### config.mk
export PLATFORM = sky130hd
export DESIGN_NAME = axis_position_limit_guard
export DESIGN_NICKNAME = d
export VERILOG_FILES = /design/src/rtl/aplg_pkg.sv /design/src/rtl/aplg_front.sv /design/src/rtl/aplg_fifo.sv /design/src/rtl/aplg_back.sv /design/src/rtl/axis_position_limit_guard.sv
export SDC_FILE = /design/constraint.sdc
export NUM_CORES = 1
export LEC_CHECK = 0
export ABC_AREA = 0
export BUFFER_PORTS_ARGS = -buffer_cell sky130_fd_sc_hd__buf_2
export CORE_MARGIN = 2
export CORE_UTILIZATION = 25
export CTS_BUF_LIST = sky130_fd_sc_hd__clkbuf_2
export DETAILED_ROUTE_END_ITERATION = 8
export PLACE_DENSITY = 0.43
export SLEW_MARGIN = 20
export SYNTH_ARGS = -nofsm -noshare
export SYNTH_HDL_FRONTEND = slang
export SYNTH_HIERARCHICAL = 1
export SYNTH_SLANG_ARGS = --single-unit
### constraint.sdc
create_clock -name clk -period 6.2 [get_ports clk]
set_input_delay 0.62 -clock clk [delete_from_list [all_inputs] [get_ports clk]]
set_output_delay 0.62 -clock clk [all_outputs]
set_load 0.01 [all_outputs]
### src/rtl/aplg_pkg.sv
// Types, codes and constants for the axis position limit guard.
// No dependencies; imported by every module of the block.
package aplg_pkg;

  localparam int POS_WIDTH_DEF = 32;
  localparam int QDEPTH        = 2;
  localparam int QPTR_W        = (QDEPTH > 1) ? $clog2(QDEPTH) : 1;
  localparam int QCNT_W        = $clog2(QDEPTH + 1);

  typedef enum logic [1:0] {
    OP_STEP = 2'd0,
    OP_POLL = 2'd1,
    OP_MOVE = 2'd2,
    OP_SET  = 2'd3
  } op_t;

  localparam logic [1:0] LIM_NONE = 2'd0;
  localparam logic [1:0] LIM_UP   = 2'd1;
  localparam logic [1:0] LIM_DN   = 2'd2;

  localparam logic [1:0] MODE_SHARED   = 2'd1;
  localparam logic [1:0] MODE_SEPARATE = 2'd2;

  localparam logic [2:0] REG_SOFT_MIN        = 3'd0;
  localparam logic [2:0] REG_SOFT_MAX        = 3'd1;
  localparam logic [2:0] REG_SOFT_ENABLE     = 3'd2;
  localparam logic [2:0] REG_HARD_MIN        = 3'd3;
  localparam logic [2:0] REG_HARD_MAX        = 3'd4;
  localparam logic [2:0] REG_LIMIT_MODE      = 3'd5;
  localparam logic [2:0] REG_ACTIVE_LEVEL    = 3'd6;
  localparam logic [2:0] REG_SWITCHES_FITTED = 3'd7;

  typedef struct packed {
    op_t                operation;
    logic signed [31:0] target_pos;
    logic               clamp_on_soft;
    logic               up_level;
    logic               down_level;
  } in_t;

  typedef struct packed {
    logic signed [31:0] position;
    logic [31:0]        steps_left;
    logic               moving_up;
    logic               accepted;
    logic [1:0]         limit_hit;
    logic [31:0]        steps_cut;
  } out_t;

  typedef struct packed {
    logic signed [31:0] soft_min;
    logic signed [31:0] soft_max;
    logic               soft_enable;
    logic signed [31:0] hard_min;
    logic signed [31:0] hard_max;
    logic [1:0]         limit_mode;
    logic               active_level;
    logic [1:0]         switches_fitted;
  } cfg_t;

  // classified item as it sits in the queue
  typedef struct packed {
    op_t         op;
    logic [31:0] tgt;     // move target after soft clamp, or new position
    logic        ok;      // move not refused by soft limits
    logic        shared;  // shared-switch mode selected
    logic        sw_cur;  // shared switch triggered
    logic        sep_up;  // separate mode: up switch fitted and triggered
    logic        sep_dn;
  } cmd_t;

endpackage

### src/rtl/aplg_front.sv
// Front end: takes items, applies the soft-limit check and decodes switches.
// Depends on aplg_pkg.
module aplg_front (
  input  aplg_pkg::in_t  cmd,
  input  logic           cmd_valid,
  output logic           cmd_stall,
  input  aplg_pkg::cfg_t cfg,
  input  logic           q_full,
  output logic           q_push,
  output aplg_pkg::cmd_t q_wdata
);
  import aplg_pkg::*;

  logic above_max, below_min, is_move;

  assign cmd_stall = q_full;
  assign q_push    = cmd_valid && !q_full;

  assign above_max = !(cmd.target_pos < cfg.soft_max);
  assign below_min = !(cfg.soft_min < cmd.target_pos);
  // soft limits only bound absolute moves, never a position set
  assign is_move   = (cmd.operation == OP_MOVE);

  always_comb begin
    q_wdata        = '0;
    q_wdata.op     = cmd.operation;
    q_wdata.tgt    = cmd.target_pos;
    q_wdata.ok     = 1'b1;
    // upper test first, so inverted limits resolve toward soft_max
    if (is_move && cfg.soft_enable && above_max) begin
      q_wdata.tgt = cfg.soft_max;
      q_wdata.ok  = cmd.clamp_on_soft;
    end else if (is_move && cfg.soft_enable && below_min) begin
      q_wdata.tgt = cfg.soft_min;
      q_wdata.ok  = cmd.clamp_on_soft;
    end
    q_wdata.shared = (cfg.limit_mode == MODE_SHARED);
    q_wdata.sw_cur = (cmd.up_level == cfg.active_level);
    q_wdata.sep_up = (cfg.limit_mode == MODE_SEPARATE) && cfg.switches_fitted[0]
                     && (cmd.up_level == cfg.active_level);
    q_wdata.sep_dn = (cfg.limit_mode == MODE_SEPARATE) && cfg.switches_fitted[1]
                     && (cmd.down_level == cfg.active_level);
  end

endmodule

### src/rtl/aplg_fifo.sv
// Short queue of classified items between front and back end.
// Depends on aplg_pkg.
module aplg_fifo (
  input  logic           clk,
  input  logic           rst,
  input  logic           push,
  input  aplg_pkg::cmd_t wdata,
  output logic           full,
  input  logic           pop,
  output logic           rvalid,
  output aplg_pkg::cmd_t rdata
);
  import aplg_pkg::*;

  cmd_t              entry [QDEPTH];
  logic [QPTR_W-1:0] wr_ptr, rd_ptr;
  logic [QCNT_W-1:0] count;

  assign full   = (count == QCNT_W'(QDEPTH));
  assign rvalid = (count != '0);
  assign rdata  = entry[rd_ptr];

  always_ff @(posedge clk) begin
    if (push) begin
      entry[wr_ptr] <= wdata;
    end
  end

  always_ff @(posedge clk) begin
    if (rst) begin
      wr_ptr <= '0;
      rd_ptr <= '0;
      count  <= '0;
    end else begin
      if (push) begin
        wr_ptr <= (wr_ptr == QPTR_W'(QDEPTH - 1)) ? '0 : wr_ptr + 1'b1;
      end
      if (pop) begin
        rd_ptr <= (rd_ptr == QPTR_W'(QDEPTH - 1)) ? '0 : rd_ptr + 1'b1;
      end
      if (push && !pop) begin
        count <= count + 1'b1;
      end else if (pop && !push) begin
        count <= count - 1'b1;
      end
    end
  end

endmodule

### src/rtl/aplg_back.sv
// Back end: owns position and move state, executes one item per cycle while
// the result is not stalled, holds the result register. Depends on aplg_pkg.
module aplg_back #(
  parameter int POS_WIDTH = aplg_pkg::POS_WIDTH_DEF
) (
  input  logic           clk,
  input  logic           rst,
  input  aplg_pkg::cfg_t cfg,
  input  logic           q_valid,
  input  aplg_pkg::cmd_t q_data,
  output logic           q_pop,
  output logic           res_valid,
  input  logic           res_stall,
  output aplg_pkg::out_t res
);
  import aplg_pkg::*;

  localparam int PW = POS_WIDTH;

  logic [PW-1:0]    pos, pos_next;
  logic [31:0]      rem, rem_next;
  logic             dir, dir_next;
  logic             prev_sw, prev_sw_next;
  logic [1:0]       last_lim, last_lim_next;
  out_t             res_next;

  logic [PW+31:0]   tgt_x, hmax_x, hmin_x, pos_x, mag_x;
  logic [PW-1:0]    tgt_w, mag;
  logic [PW:0]      d_up, d_dn;
  logic             go_down, sat, busy, want_up, want_dn;
  logic [31:0]      mv_rem;

  assign q_pop = q_valid && (!res_valid || !res_stall);
  assign busy  = (rem != '0);

  // 32-bit values wrap or sign-extend to the position width
  assign tgt_x  = {{PW{q_data.tgt[31]}}, q_data.tgt};
  assign hmax_x = {{PW{cfg.hard_max[31]}}, cfg.hard_max};
  assign hmin_x = {{PW{cfg.hard_min[31]}}, cfg.hard_min};
  assign tgt_w  = tgt_x[PW-1:0];

  // distance to target, both signs in parallel, saturated to 32 bits
  assign d_up    = {tgt_w[PW-1], tgt_w} - {pos[PW-1], pos};
  assign d_dn    = {pos[PW-1], pos} - {tgt_w[PW-1], tgt_w};
  assign go_down = d_up[PW];
  assign mag     = go_down ? d_dn[PW-1:0] : d_up[PW-1:0];
  assign mag_x   = {32'd0, mag};
  assign sat     = |mag_x[PW+31:32];
  assign mv_rem  = sat ? '1 : mag_x[31:0];

  always_comb begin
    want_up = q_data.sep_up;
    want_dn = q_data.sep_dn;
    if (q_data.shared) begin
      want_up = 1'b0;
      want_dn = 1'b0;
      if (q_data.sw_cur && !prev_sw) begin
        want_up = dir;
        want_dn = !dir;
      end else if (q_data.sw_cur) begin
        // held switch: repeat the last stop
        want_up = (last_lim == LIM_UP);
        want_dn = (last_lim == LIM_DN);
      end
    end
  end

  always_comb begin
    pos_next      = pos;
    rem_next      = rem;
    dir_next      = dir;
    prev_sw_next  = prev_sw;
    last_lim_next = last_lim;
    res_next      = '0;
    unique case (q_data.op)
      OP_STEP: begin
        if (busy) begin
          rem_next = rem - 1'b1;
          pos_next = dir ? pos + 1'b1 : pos - 1'b1;
        end
      end
      OP_POLL: begin
        if (q_data.shared) begin
          prev_sw_next = q_data.sw_cur;
        end
        if (want_up && busy && dir) begin
          res_next.steps_cut = rem;
          res_next.limit_hit = LIM_UP;
          rem_next           = '0;
          pos_next           = hmax_x[PW-1:0];
          last_lim_next      = LIM_UP;
        end else if (want_dn && busy && !dir) begin
          res_next.steps_cut = rem;
          res_next.limit_hit = LIM_DN;
          rem_next           = '0;
          pos_next           = hmin_x[PW-1:0];
          last_lim_next      = LIM_DN;
        end
      end
      OP_MOVE: begin
        res_next.accepted = q_data.ok;
        if (q_data.ok) begin
          dir_next = !go_down;
          rem_next = mv_rem;
        end
      end
      OP_SET: begin
        if (!busy) begin
          pos_next          = tgt_w;
          res_next.accepted = 1'b1;
        end
      end
      default: begin
      end
    endcase
    res_next.steps_left = rem_next;
    res_next.moving_up  = dir_next;
    res_next.position   = pos_x[31:0];
  end

  assign pos_x = {{32{pos_next[PW-1]}}, pos_next};

  always_ff @(posedge clk) begin
    if (rst) begin
      pos       <= '0;
      rem       <= '0;
      dir       <= 1'b1;
      prev_sw   <= 1'b0;
      last_lim  <= LIM_NONE;
      res_valid <= 1'b0;
    end else begin
      if (q_pop) begin
        pos      <= pos_next;
        rem      <= rem_next;
        dir      <= dir_next;
        prev_sw  <= prev_sw_next;
        last_lim <= last_lim_next;
      end
      if (q_pop) begin
        res_valid <= 1'b1;
      end else if (!res_stall) begin
        res_valid <= 1'b0;
      end
    end
  end

  always_ff @(posedge clk) begin
    if (q_pop) begin
      res <= res_next;
    end
  end

endmodule

### src/rtl/axis_position_limit_guard.sv
// Top level of the axis position limit guard: config registers, front end,
// item queue and back end. Depends on aplg_pkg, aplg_front, aplg_fifo, aplg_back.
//
//   channel  signals                     dir  payload
//   cmd      cmd_valid / cmd_stall       in   aplg_pkg::in_t
//   res      res_valid / res_stall       out  aplg_pkg::out_t
//   cfg      cfg_we / cfg_index          in   cfg_data, 32 bit
//
// One item per cycle sustained while res_stall is low; a taken item is first
// written into the queue, then the back end executes it into the result register.
// The back end updates position state once per cycle unless stalled,
// which sets the rate.
// rst is synchronous: state clears, position 0, direction up, queue empty.
// cmd_stall rises only when the two-entry queue is full; res_stall holds
// the result register and the queue absorbs up to two more items.
module axis_position_limit_guard #(
  parameter int POS_WIDTH = aplg_pkg::POS_WIDTH_DEF
) (
  input  logic           clk,
  input  logic           rst,
  input  logic           cmd_valid,
  output logic           cmd_stall,
  input  aplg_pkg::in_t  cmd,
  output logic           res_valid,
  input  logic           res_stall,
  output aplg_pkg::out_t res,
  input  logic           cfg_we,
  input  logic [2:0]     cfg_index,
  input  logic [31:0]    cfg_data
);
  import aplg_pkg::*;

  cfg_t cfg;
  cmd_t q_wdata, q_rdata;
  logic q_push, q_full, q_pop, q_valid;

  always_ff @(posedge clk) begin
    if (rst) begin
      cfg <= '0;
    end else if (cfg_we) begin
      unique case (cfg_index)
        REG_SOFT_MIN:        cfg.soft_min        <= cfg_data;
        REG_SOFT_MAX:        cfg.soft_max        <= cfg_data;
        REG_SOFT_ENABLE:     cfg.soft_enable     <= cfg_data[0];
        REG_HARD_MIN:        cfg.hard_min        <= cfg_data;
        REG_HARD_MAX:        cfg.hard_max        <= cfg_data;
        REG_LIMIT_MODE:      cfg.limit_mode      <= cfg_data[1:0];
        REG_ACTIVE_LEVEL:    cfg.active_level    <= cfg_data[0];
        REG_SWITCHES_FITTED: cfg.switches_fitted <= cfg_data[1:0];
        default: begin
        end
      endcase
    end
  end

  aplg_front u_front (
    .cmd       (cmd),
    .cmd_valid (cmd_valid),
    .cmd_stall (cmd_stall),
    .cfg       (cfg),
    .q_full    (q_full),
    .q_push    (q_push),
    .q_wdata   (q_wdata)
  );

  aplg_fifo u_fifo (
    .clk    (clk),
    .rst    (rst),
    .push   (q_push),
    .wdata  (q_wdata),
    .full   (q_full),
    .pop    (q_pop),
    .rvalid (q_valid),
    .rdata  (q_rdata)
  );

  aplg_back #(
    .POS_WIDTH (POS_WIDTH)
  ) u_back (
    .clk       (clk),
    .rst       (rst),
    .cfg       (cfg),
    .q_valid   (q_valid),
    .q_data    (q_rdata),
    .q_pop     (q_pop),
    .res_valid (res_valid),
    .res_stall (res_stall),
    .res       (res)
  );

endmodule

==> results by group, run 1 <==
Clocking
  • Worst-path clk slew: 100 ps
  • Htree depth: 3
  • Post-CTS Setup Inserts: 0
  • Clock sinks: roughly 390
  • Root buf cell: clkbuf_2
  • CTS Buffer Depth: 3
  • Hold_buf cts: 85
  • Clock latency at the later pin of the worst-skew pair: 1310 ps
  • Num CTS Buffers: about 110
  • CTS tree: yes
  • # resized after CTS: 0

Placed design
  • GP Congestion: around 0.9
  • Placed Instances: 3949
  • Port bufs: approximately 180
  • Post-DP HPWL: 72100 um
  • Placement Setup Slack: between 1000 and 1500 ps

Timing
  • Worst relative slew slack: 25.9%
  • Fin. max-slew vios: 0
  • Final WS setup: 1050 ps
  • Fmax: roughly 200 MHz
  • Crit path time final: approximately 5100 ps
  • Clock skew: approximately 130 ps
  • Final setup fails: 0
  • Final Hold Viols: 0
  • Setup TNS: 0 ps
  • RSZ-0062 raised after global routing: no
  • Worst-Margin Slew: 1100 ps
  • Fin crit share: around 83%

Setup path
  • FF-to-FF setup slack: about 1100 ps
  • CP arrival: slightly above 6000 ps
  • Max incr delay on CP: between 600 and 700 ps
  • Slowest CP cell: o41ai_4
  • Kind of capture point of the worst setup path: register
  • CP Data Required Time: 7200 ps
  • Cells along the critical path: buf_4, mux2_2, inv_1, ha_1, a21oi_2, o21ai_0, o311ai_1, a21boi_2, o41ai_4, buf_12, mux2i_1, a221o_1, xnor2_1, a2bb2oi_2, nor2_1
  • Critical path class: reg2reg
  • CP Launch Type: register
  • Crit-path max FO: 43

Power
  • P_leak: 12.0 nW
  • Comb power frac: 57.6%
  • Clock power share: 14.2%
  • Maximum vdd drop: 0.214 mV
  • Pwr dens: roughly 500 nW/um2
  • Cell internal pwr: 7.13 mW
  • Sequential power share: about 28%
  • Total power: 14.4 mW
  • Switching power: roughly 7.3 mW
  • Switching share of total power: 50.5%

Detailed routing
  • DRT Pass-1 Iters: 5
  • Initial DRC Count: 1683
  • DR vias/cell: about 5.1
  • Vias post-DR: 21592
  • Residual DRC: 0
  • Total wire length: roughly 96000 um
  • Antenna viol nets, final: 0
  • Drt wl/cell: 22.6 um

Yosys
  • Synth Flop Type: dfxtp_1
  • Post-Syn Area per Cell: 9.38 um2
  • Synth async-reset ratio: 0%
  • FF+latch count, synth: between 300 and 400
  • Synth unique cells: 98
  • Synth Net Count: 2855
  • Share of the yosys chip area belonging to registers: about 39%
  • Synth top area share: 21.8%
  • Area leader, netlist: edfxtp_1
  • Area of the mapped netlist: 24500 um2
  • Top-count cell post-synth: dfxtp_1
  • Yosys warning count: 6
  • Area contributors post-synth: edfxtp_1, dfxtp_1, ha_1
  • Synth Instances: 2618
  • Post-synth top cells: dfxtp_1, nand2b_1, edfxtp_1
  • Post-synth EDFFs: ~180

Die
  • Die X: 317 um
  • Die ar.: 101000 um2
  • # IOs: 179
  • Row count: 114
  • Initial core utilization: 25.3%
  • Core area: 97000 um2
  • Die Ht: 317 um

Global routing
  • Initial antenna violation count: 5
  • Largest net degree at the start of global routing: 103
  • First-pass GRT wire length: about 140000 um
  • Total gr overflow: 0
  • Vias in the first global route: ~21000
  • GRT Resource Usage Total: 18.7%

Final layout
  • Post-route insts no fill: 4250
  • Final #Nets: 3109
  • Layout cells sized above 1: between 10% and 20%
  • P&R area growth vs syn: 16.6%

Status
  • Status: finished, final reports clean

Hold path
  • Worst hold path class: in2reg

Run
  • Max-cap viol count: 0
==> sequential cells by signal, summed over array words and instances (netlist names), named ones only <==
| name | cells |
|---|---|
| u_fifo/rd_ptr | 1 |
| u_back/rem | 32 |
| u_fifo/wr_ptr | 1 |
| u_back/pos | 32 |
| u_back/last_lim | 2 |
| u_fifo/entry | 78 |
| cfg | 134 |
| u_back/dir | 1 |
| u_back/res_valid | 1 |
| u_back/res | 100 |
| u_fifo/count | 2 |
| u_back/prev_sw | 1 |
==> logic make-up after synthesis <==
kind of cell	count (synthesis)	share of synthesized area (%)
XOR/XNOR	53	1.89
buffers and inverters	339	5.92
adder cells (fa/ha/maj)	160	8.25
multiplexers	198	8.33
AO/OA/AOI/OAI	708	20.4
AND/OR/NAND/NOR	774	16.5
flip-flops	386	38.7
==> worst paths after layout <==
kind | startpoint | to | depth (start not counted)
setup / recovery | register | u_back/res[48] | 15
hold / removal | cmd[2] | u_fifo/entry[0][4] | 3
setup reg to reg | register | u_back/res[48] | 15
hold reg to reg | cfg[69] | cfg[69] | 2
==> worst max-delay path, delay by kind of cell, from the launching register on <==
kind	cells	cell delay, ps
compound gates	7	2370
xor+xnor	1	280
mux	2	570
flops	1	440
fa+ha+maj	1	370
buf+inv	3	730
simple gates	1	50
==> through the flow <==
stage                     instance area [um2]  util (%)  hold WS (ps)
after global placement                  26700      27.5           464
after floorplan                         24500         -           448
after detailed placement                26700      27.5           463
after global routing                    28600      29.5          90.8
final                                   28600      29.5           235
after CTS                               28600      29.5          49.3
==> power by group through the flow <==
stage | registers, mW | clock network [mW] | logic, mW
2_1_floorplan | 4.11 | 0 | 5.15
3_3_place_gp | 4.14 | 0 | 8.23
3_5_place_dp | 4.14 | 0 | 8.21
4_1_cts | 4.08 | 2.17 | 8.29
5_1_grt | 4.15 | 2.29 | 8.99
6_report | 4.06 | 2.04 | 8.29
==> routing by layer <==
metal / share of wire, % / wire length (um) / track usage (%)
met5: 0.052 / 50 / 0
met4: 2.3 / 2250 / 5.39
met3: 5.0 / 4820 / 3.07
met2: 47 / 45500 / 31.2
met1: 45 / 43400 / 24.9
==> final cells by class <==
cell class	count	area (um2)
Clock inverter	43	236
Sequential cell	386	9510
Inverter	169	639
Tap cell	1276	1600
Fill cell	10329	68400
Antenna cell	4	10.0
Clock buffer	169	846
Timing Repair Buffer	310	2130
Multi-Input combinational cell	1893	13700
==> placed cells by master, fill, tap and decap left out, drive strengths merged, types with 12 or more instances in the layout <==
cell         synthesis  layout
mux2i              157     157
a222oi              17      17
nand2              141     141
ha                 157     157
buf                 57     225
nor2b               22      22
a31oi               52      52
o21ai              118     118
clkbuf             113     169
o21a                29      29
nor4                16      16
xor2                21      21
nand3               62      62
mux2                40      40
a21oi              141     141
dlygate4sd3          0      85
nor2               175     175
xnor2               32      32
or3                 13      13
and2                39      39
nand4               29      29
nand2b             186     186
a221o               24      24
o221ai              12      12
a22oi               12      12
a21bo               31      31
a21o                61      61
edfxtp             178     178
o211ai              32      32
and3                12      12
a211oi              40      40
a2111oi             37      37
clkinv               0      38
inv                169     173
nor3                36      36
dfxtp              208     208
Note: power is estimated with default switching activity, not from simulation.
==> inputs of run 2 (changes only) <==
--- a/config.mk
+++ b/config.mk
@@ -11,7 +11,7 @@
 export CORE_UTILIZATION = 25
 export CTS_BUF_LIST = sky130_fd_sc_hd__clkbuf_2
 export DETAILED_ROUTE_END_ITERATION = 8
-export PLACE_DENSITY = 0.43
+export PLACE_DENSITY = 0.44
 export SLEW_MARGIN = 20
 export SYNTH_ARGS = -nofsm -noshare
 export SYNTH_HDL_FRONTEND = slang
==> constraint.sdc (replaced) <==
create_clock -name clk -period 4.3 [get_ports clk]
set_input_delay 0.43 -clock clk [delete_from_list [all_inputs] [get_ports clk]]
set_output_delay 0.43 -clock clk [all_outputs]
set_load 0.01 [all_outputs]
==> run 2 against run 1 <==
Effect of this change:
- maximum frequency increased by 26%
- core utilization grew 1.5 points
- critical path depth shrank 4
- first-iteration DRC count increased by 3.2%
- wire length shrank 5.7%
- flip-flop and latch count is the same
- global-route usage down 0.93 points
- power grew 47%
- cell area rose by 4.9%
- die area unchanged
==> results by group, run 2 (synthesis results as in run 1) <==
Status
  • Status: finished, final reports clean

Detailed routing
  • Total wire length: ~90000 um
  • DR vias/cell: 4.93
  • Met3 WL: 5290 um
  • Residual DRC: 0
  • Vias post-DR: roughly 22000
  • M1 wire length: ~44000 um
  • Uppermost routed layer: met4
  • Routed wl met2: between 30000 and 40000 um
  • DRT Pass-1 Iters: 7
  • Drt wl/cell: a little over 20 um
  • Antenna viol nets, final: 0
  • Initial DRC Count: 1737

Timing
  • Setup TNS: 0 ps
  • Fmax: 245 MHz
  • Clock skew: 170 ps
  • Final setup fails: 0
  • Fin. max-slew vios: 0
  • Final Hold Viols: 0
  • RSZ-0062 raised after global routing: no
  • Crit path time final: 4070 ps
  • Worst relative slew slack: a little under a third
  • Fin crit share: 94.8%
  • Worst-Margin Slew: 1030 ps

Clocking
  • Root buf cell: clkbuf_2
  • Htree depth: 3
  • Post-CTS Setup Inserts: 0
  • Clock sinks: 386
  • Clock latency at the later pin of the worst-skew pair: ~1300 ps
  • Num CTS Buffers: 108
  • CTS tree: yes
  • CTS Buffer Depth: 3
  • Worst-path clk slew: roughly 120 ps

Die
  • Initial core utilization: between 20% and 30%
  • Die Ht: 317 um
  • Core area: 97000 um2
  • Row count: 114
  • Die X: 317 um
  • Die ar.: 101000 um2
  • # IOs: 179

Global routing
  • First-pass GRT wire length: between 100000 and 150000 um
  • Largest net degree at the start of global routing: 115
  • Total gr overflow: 0
  • Initial antenna violation count: 3
  • Vias in the first global route: 20986
  • GRT Resource Usage Total: 17.8%

Final layout
  • Most frequent cells in the layout: dfxtp_1, nand2b_1, edfxtp_1
  • Largest registers: cfg: 134 flops, u_back/res: 100 flops, u_fifo/entry: 78 flops
  • Final #Nets: 3257
  • Core Util, Final: 31.0%
  • P&R area growth vs syn: 22.4%
  • Reg with most FFs: cfg
  • Layout cells sized above 1: between 10% and 20%
  • Leading cell type in the layout, fill and taps excluded: dfxtp_1
  • Max reg flops: 134

Setup path
  • Crit-path max FO: 26
  • CP Data Required Time: 5410 ps
  • R2r startpoint: u_back/rem[26]
  • Max incr delay on CP: 600 ps
  • Crit-path leading delay family: simple AND/OR/NAND/NOR gates
  • Kind of capture point of the worst setup path: register
  • Worst setup startpoint: u_back/rem[26]
  • CP Launch Type: register
  • Slowest CP cell: a222oi_1
  • Buf+Inv Stages, Crit Path: 2
  • Cells along the critical path: or3_1, nor3_1, nand4_1, nand2_2, nor2_2, buf_12, buf_4, a222oi_1, a21boi_1, o31ai_1, o21a_1
  • CP arrival: 5190 ps
  • Critical path class: reg2reg

Placed design
  • Post-DP HPWL: 66700 um
  • Port bufs: 178
  • GP Congestion: 0.906

Hold path
  • Worst hold path class: in2reg
  • Hold Path Origin: cfg_index[0]

Power
  • P_leak: approximately 13 nW
  • Maximum vdd drop: between 0.2 and 0.3 mV
  • Pwr dens: about 700 nW/um2

Run
  • Max-cap viol count: 0
## run 2: final timing paths
kind	end	slack [ps]	cells after the start
worst min-delay path	cfg[2]	170	4
worst min register to register	cfg[21]	480	2
worst max-delay path	u_back/pos[30]	230	11
worst max register to register	u_back/pos[30]	230	11
## run 2: cell type report
class                   count  area (um2)
clock buffers             162         811
well taps                1276        1600
clock inverters            40         223
diodes                      6        15.0
inverters                 169         639
repair buffers            462        3530
flip-flops and latches    386        9510
multi-input cells        1893       13700
fillers                 10340       66900
## run 2: repair_timing
action / in CTS / in global routing
hold buffers: 132 / 0
pin swaps: 0 / 3
setup endpoints to repair: 4 / 64
hold endpoints to repair: 314 / 0
resized for setup: 3 / 14
## run 2: metrics by stage
stage | std cells | hold slack [ps] | setup slack, ps | area, um2 | total power [mW]
floorplan | 2618 | 448 | 401 | 24600 | 13.3
global placement | 4054 | 461 | 122 | 27600 | 18.1
detailed placement | 4054 | 467 | 131 | 27600 | 18.0
CTS | 4388 | 1.01 | 45.3 | 30000 | 21.2
global route | 4393 | 24.7 | 23.0 | 30000 | 22.7
finish | 4394 | 174 | 226 | 30000 | 21.1
## run 2: worst min-delay path, cell delays in order
cell	delay [ps]
dlygate4sd3_1	530
buf_2	190
nand4b_1	150
mux2i_1	70
## run 2: per-layer routing
metal / global-route usage (%) / up-vias
li1: - / 10500
met1: 25.3 / 10313
met2: 27.2 / 722
met3: 3.42 / 144
met4: 5.24 / 0
met5: 0 / -
## run 2: report_power, final
group / switching, mW / internal [mW]
sequential: 0.724 / 5.09
clock: 1.77 / 1.11
combinational: 7.58 / 4.84
==> inputs of run 3 (changes only) <==
--- a/config.mk
+++ b/config.mk
@@ -7,11 +7,13 @@
 export LEC_CHECK = 0
 export ABC_AREA = 0
 export BUFFER_PORTS_ARGS = -buffer_cell sky130_fd_sc_hd__buf_2
+export CAP_MARGIN = 40
 export CORE_MARGIN = 2
 export CORE_UTILIZATION = 25
 export CTS_BUF_LIST = sky130_fd_sc_hd__clkbuf_2
 export DETAILED_ROUTE_END_ITERATION = 8
 export PLACE_DENSITY = 0.44
+export REMOVE_ABC_BUFFERS = 1
 export SLEW_MARGIN = 20
 export SYNTH_ARGS = -nofsm -noshare
 export SYNTH_HDL_FRONTEND = slang
==> run 3 against run 2 <==
Effect of this change:
- maximum frequency down 0.61%
- hold slack worse by 17 ps
- flip-flop and latch count unchanged
==> results by group, run 3 (synthesis results as in run 1) <==
Final layout
  • Post-route insts no fill: 4331
  • Leading cell type in the layout, fill and taps excluded: dfxtp_1
  • Layout cells sized above 1: 18.8%
  • P&R area growth vs syn: 20.0%
  • Most frequent cells in the layout: dfxtp_1, nand2b_1, edfxtp_1
  • Reg with most FFs: cfg
  • Final #Nets: 3190
  • Largest registers: cfg: 134 flops, u_back/res: 100 flops, u_fifo/entry: 78 flops
  • Filler instances: 10413
  • Max reg flops: 134

Timing
  • Fin. max-slew vios: 0
  • Worst-Margin Slew: roughly 770 ps
  • Final Hold Viols: 0
  • RSZ-0062 raised after global routing: no
  • Clock skew: 156 ps
  • Fmax: 244 MHz
  • Final WS setup: 201 ps
  • Fin crit share: 95.3%
  • Worst relative slew slack: 48.5%
  • Crit path time final: 4100 ps
  • Final setup fails: 0

Power
  • Clock power share: 13.6%
  • P_leak: 12.4 nW
  • Comb power frac: between 50% and 60%
  • Cell internal pwr: 10.7 mW
  • Sequential power share: 28.1%
  • Switching power: slightly below 10 mW
  • Maximum vdd drop: 0.258 mV
  • Pwr dens: roughly 700 nW/um2
  • Switching share of total power: 47.9%

Clocking
  • CTS Buffer Depth: 3
  • Num CTS Buffers: between 100 and 150
  • Htree depth: 3
  • Worst-path clk slew: 110 ps
  • Clock latency at the later pin of the worst-skew pair: 1270 ps
  • Root buf cell: clkbuf_2
  • Clock sinks: 386
  • CTS tree: yes

Global routing
  • Largest net degree at the start of global routing: 74
  • Met1 Use GR: 23.5%
  • First-pass GRT wire length: 132000 um
  • GRT Resource Usage Total: 17.2%
  • Total gr overflow: 0
  • Top Usage Layer GRT: met2
  • Vias in the first global route: 20903
  • Met3 global-route usage: 2.51%
  • Initial antenna violation count: 7
  • M2 GR Usage: 28.1%

Setup path
  • CP Launch Type: register
  • CP arrival: 5120 ps
  • Kind of capture point of the worst setup path: register
  • Crit-path max FO: 22
  • Critical path class: reg2reg
  • CP Data Required Time: 5320 ps
  • Reg-to-reg endpoint: u_back/rem[25]
  • Worst-case reg-to-reg path depth: 16
  • Critical Path End: u_back/rem[25]
  • FF-to-FF setup slack: ~200 ps

Detailed routing
  • Initial DRC Count: 1260
  • Total wire length: roughly 88000 um
  • DRT Pass-1 Iters: 7
  • Vias post-DR: 21151
  • Drt wl/cell: 20.3 um
  • DR vias/cell: 4.88
  • Residual DRC: 0
  • Antenna viol nets, final: 0

Die
  • Initial core utilization: between 20 and 30%
  • Die ar.: roughly 100000 um2
  • Die X: 317 um
  • Die Ht: 317 um
  • Row count: 114
  • Core area: 97000 um2
  • # IOs: 179

Placed design
  • Placed Instances: 4021
  • Post-DP HPWL: 65600 um
  • GP Congestion: approximately 0.90
  • Port bufs: 178
  • Placement Setup Slack: 4.94 ps

Run
  • Max-cap viol count: 0

Hold path
  • Worst hold path class: in2reg

Status
  • Status: finished, final reports clean
run 3: cell types whose count changed in the layout (fill, tap and decap cells not counted), sizes merged:
cell         change
clkinvlp         +2
diode            +1
dlygate4sd3     -36
clkinv          +16
inv              -2
buf             -31
clkbuf          -13
run 3: layout make-up:
class / count / area [um2] / area share [%]
Antenna cell: 7 / 17.5 / 0.0595
Clock buffer: 149 / 746 / 2.53
Clock inverter: 56 / 287 / 0.973
Inverter: 169 / 643 / 2.18
Multi-Input combinational cell: 1893 / 13700 / 46.6
Sequential cell: 386 / 9510 / 32.3
Tap cell: 1276 / 1600 / 5.42
Timing Repair Buffer: 395 / 2920 / 9.91
run 3: worst max-delay path, stage by stage (launching register included):
cell and delay (ps):
dfxtp_4 400, buf_12 190, mux2_2 410, inv_1 70, ha_1 260, a21oi_2 180, o21ai_0 240, o311ai_2 430
a21boi_2 130, o41ai_4 360, buf_12 190, buf_12 160, o21ai_1 80, o21ai_1 110, xor2_1 270, o221ai_2 170
o21a_1 190
run 3: power by group through the flow:
stage	sequential (mW)	clock [mW]	combinational (mW)
2_1_floorplan	5.96	0	7.15
3_3_place_gp	5.91	0	11.8
3_5_place_dp	5.89	0	11.8
4_1_cts	5.80	2.96	11.9
5_1_grt	5.92	3.13	13.1
6_report	5.79	2.80	12.0
run 3: what timing repair did:
| action | in CTS | in global routing |
|---|---|---|
| resized for setup | 2 | 17 |
| hold buffers | 95 | 0 |
| setup buffers | 0 | 3 |
| pin swaps | 0 | 3 |
| hold endpoints to repair | 288 | 0 |
| endpoints found under the setup margin | 17 | 63 |
run 3: per-layer routing:
metal / wire, um / part of all wire (%) / up-vias
li1: - / - / 10349
met1: 41500 / 47 / 10091
met2: 40200 / 46 / 567
met3: 4160 / 4.7 / 140
met4: 2150 / 2.4 / 4
met5: 35 / 0.040 / -
run 3: how the worst min path moves through the flow:
stage | cells past startpoint | startpoint | to | slack, ps
floorplan | 2 | u_back/last_lim[1] | u_back/last_lim[1] | 450
global placement | 2 | cfg[48] | cfg[48] | 460
detailed placement | 2 | cfg[59] | cfg[59] | 470
CTS | 4 | cfg_index[0] | cfg[69] | 0.1
global route | 4 | cfg_data[16] | cfg[53] | 70
finish | 4 | cfg_data[28] | cfg[33] | 160
run 3: per-stage QoR:
stage | hold slack, ps | setup TNS, ps | util, % | power, mW | cell area, um2
2_1_floorplan | 447 | -182400 | - | 13.1 | 23700
3_3_place_gp | 465 | 0 | 28.2 | 17.7 | 27300
3_5_place_dp | 468 | 0 | 28.2 | 17.7 | 27300
4_1_cts | 0.100 | 0 | 30.2 | 20.7 | 29300
5_1_grt | 71.5 | 0 | 30.4 | 22.2 | 29400
6_report | 157 | 0 | 30.4 | 20.6 | 29500
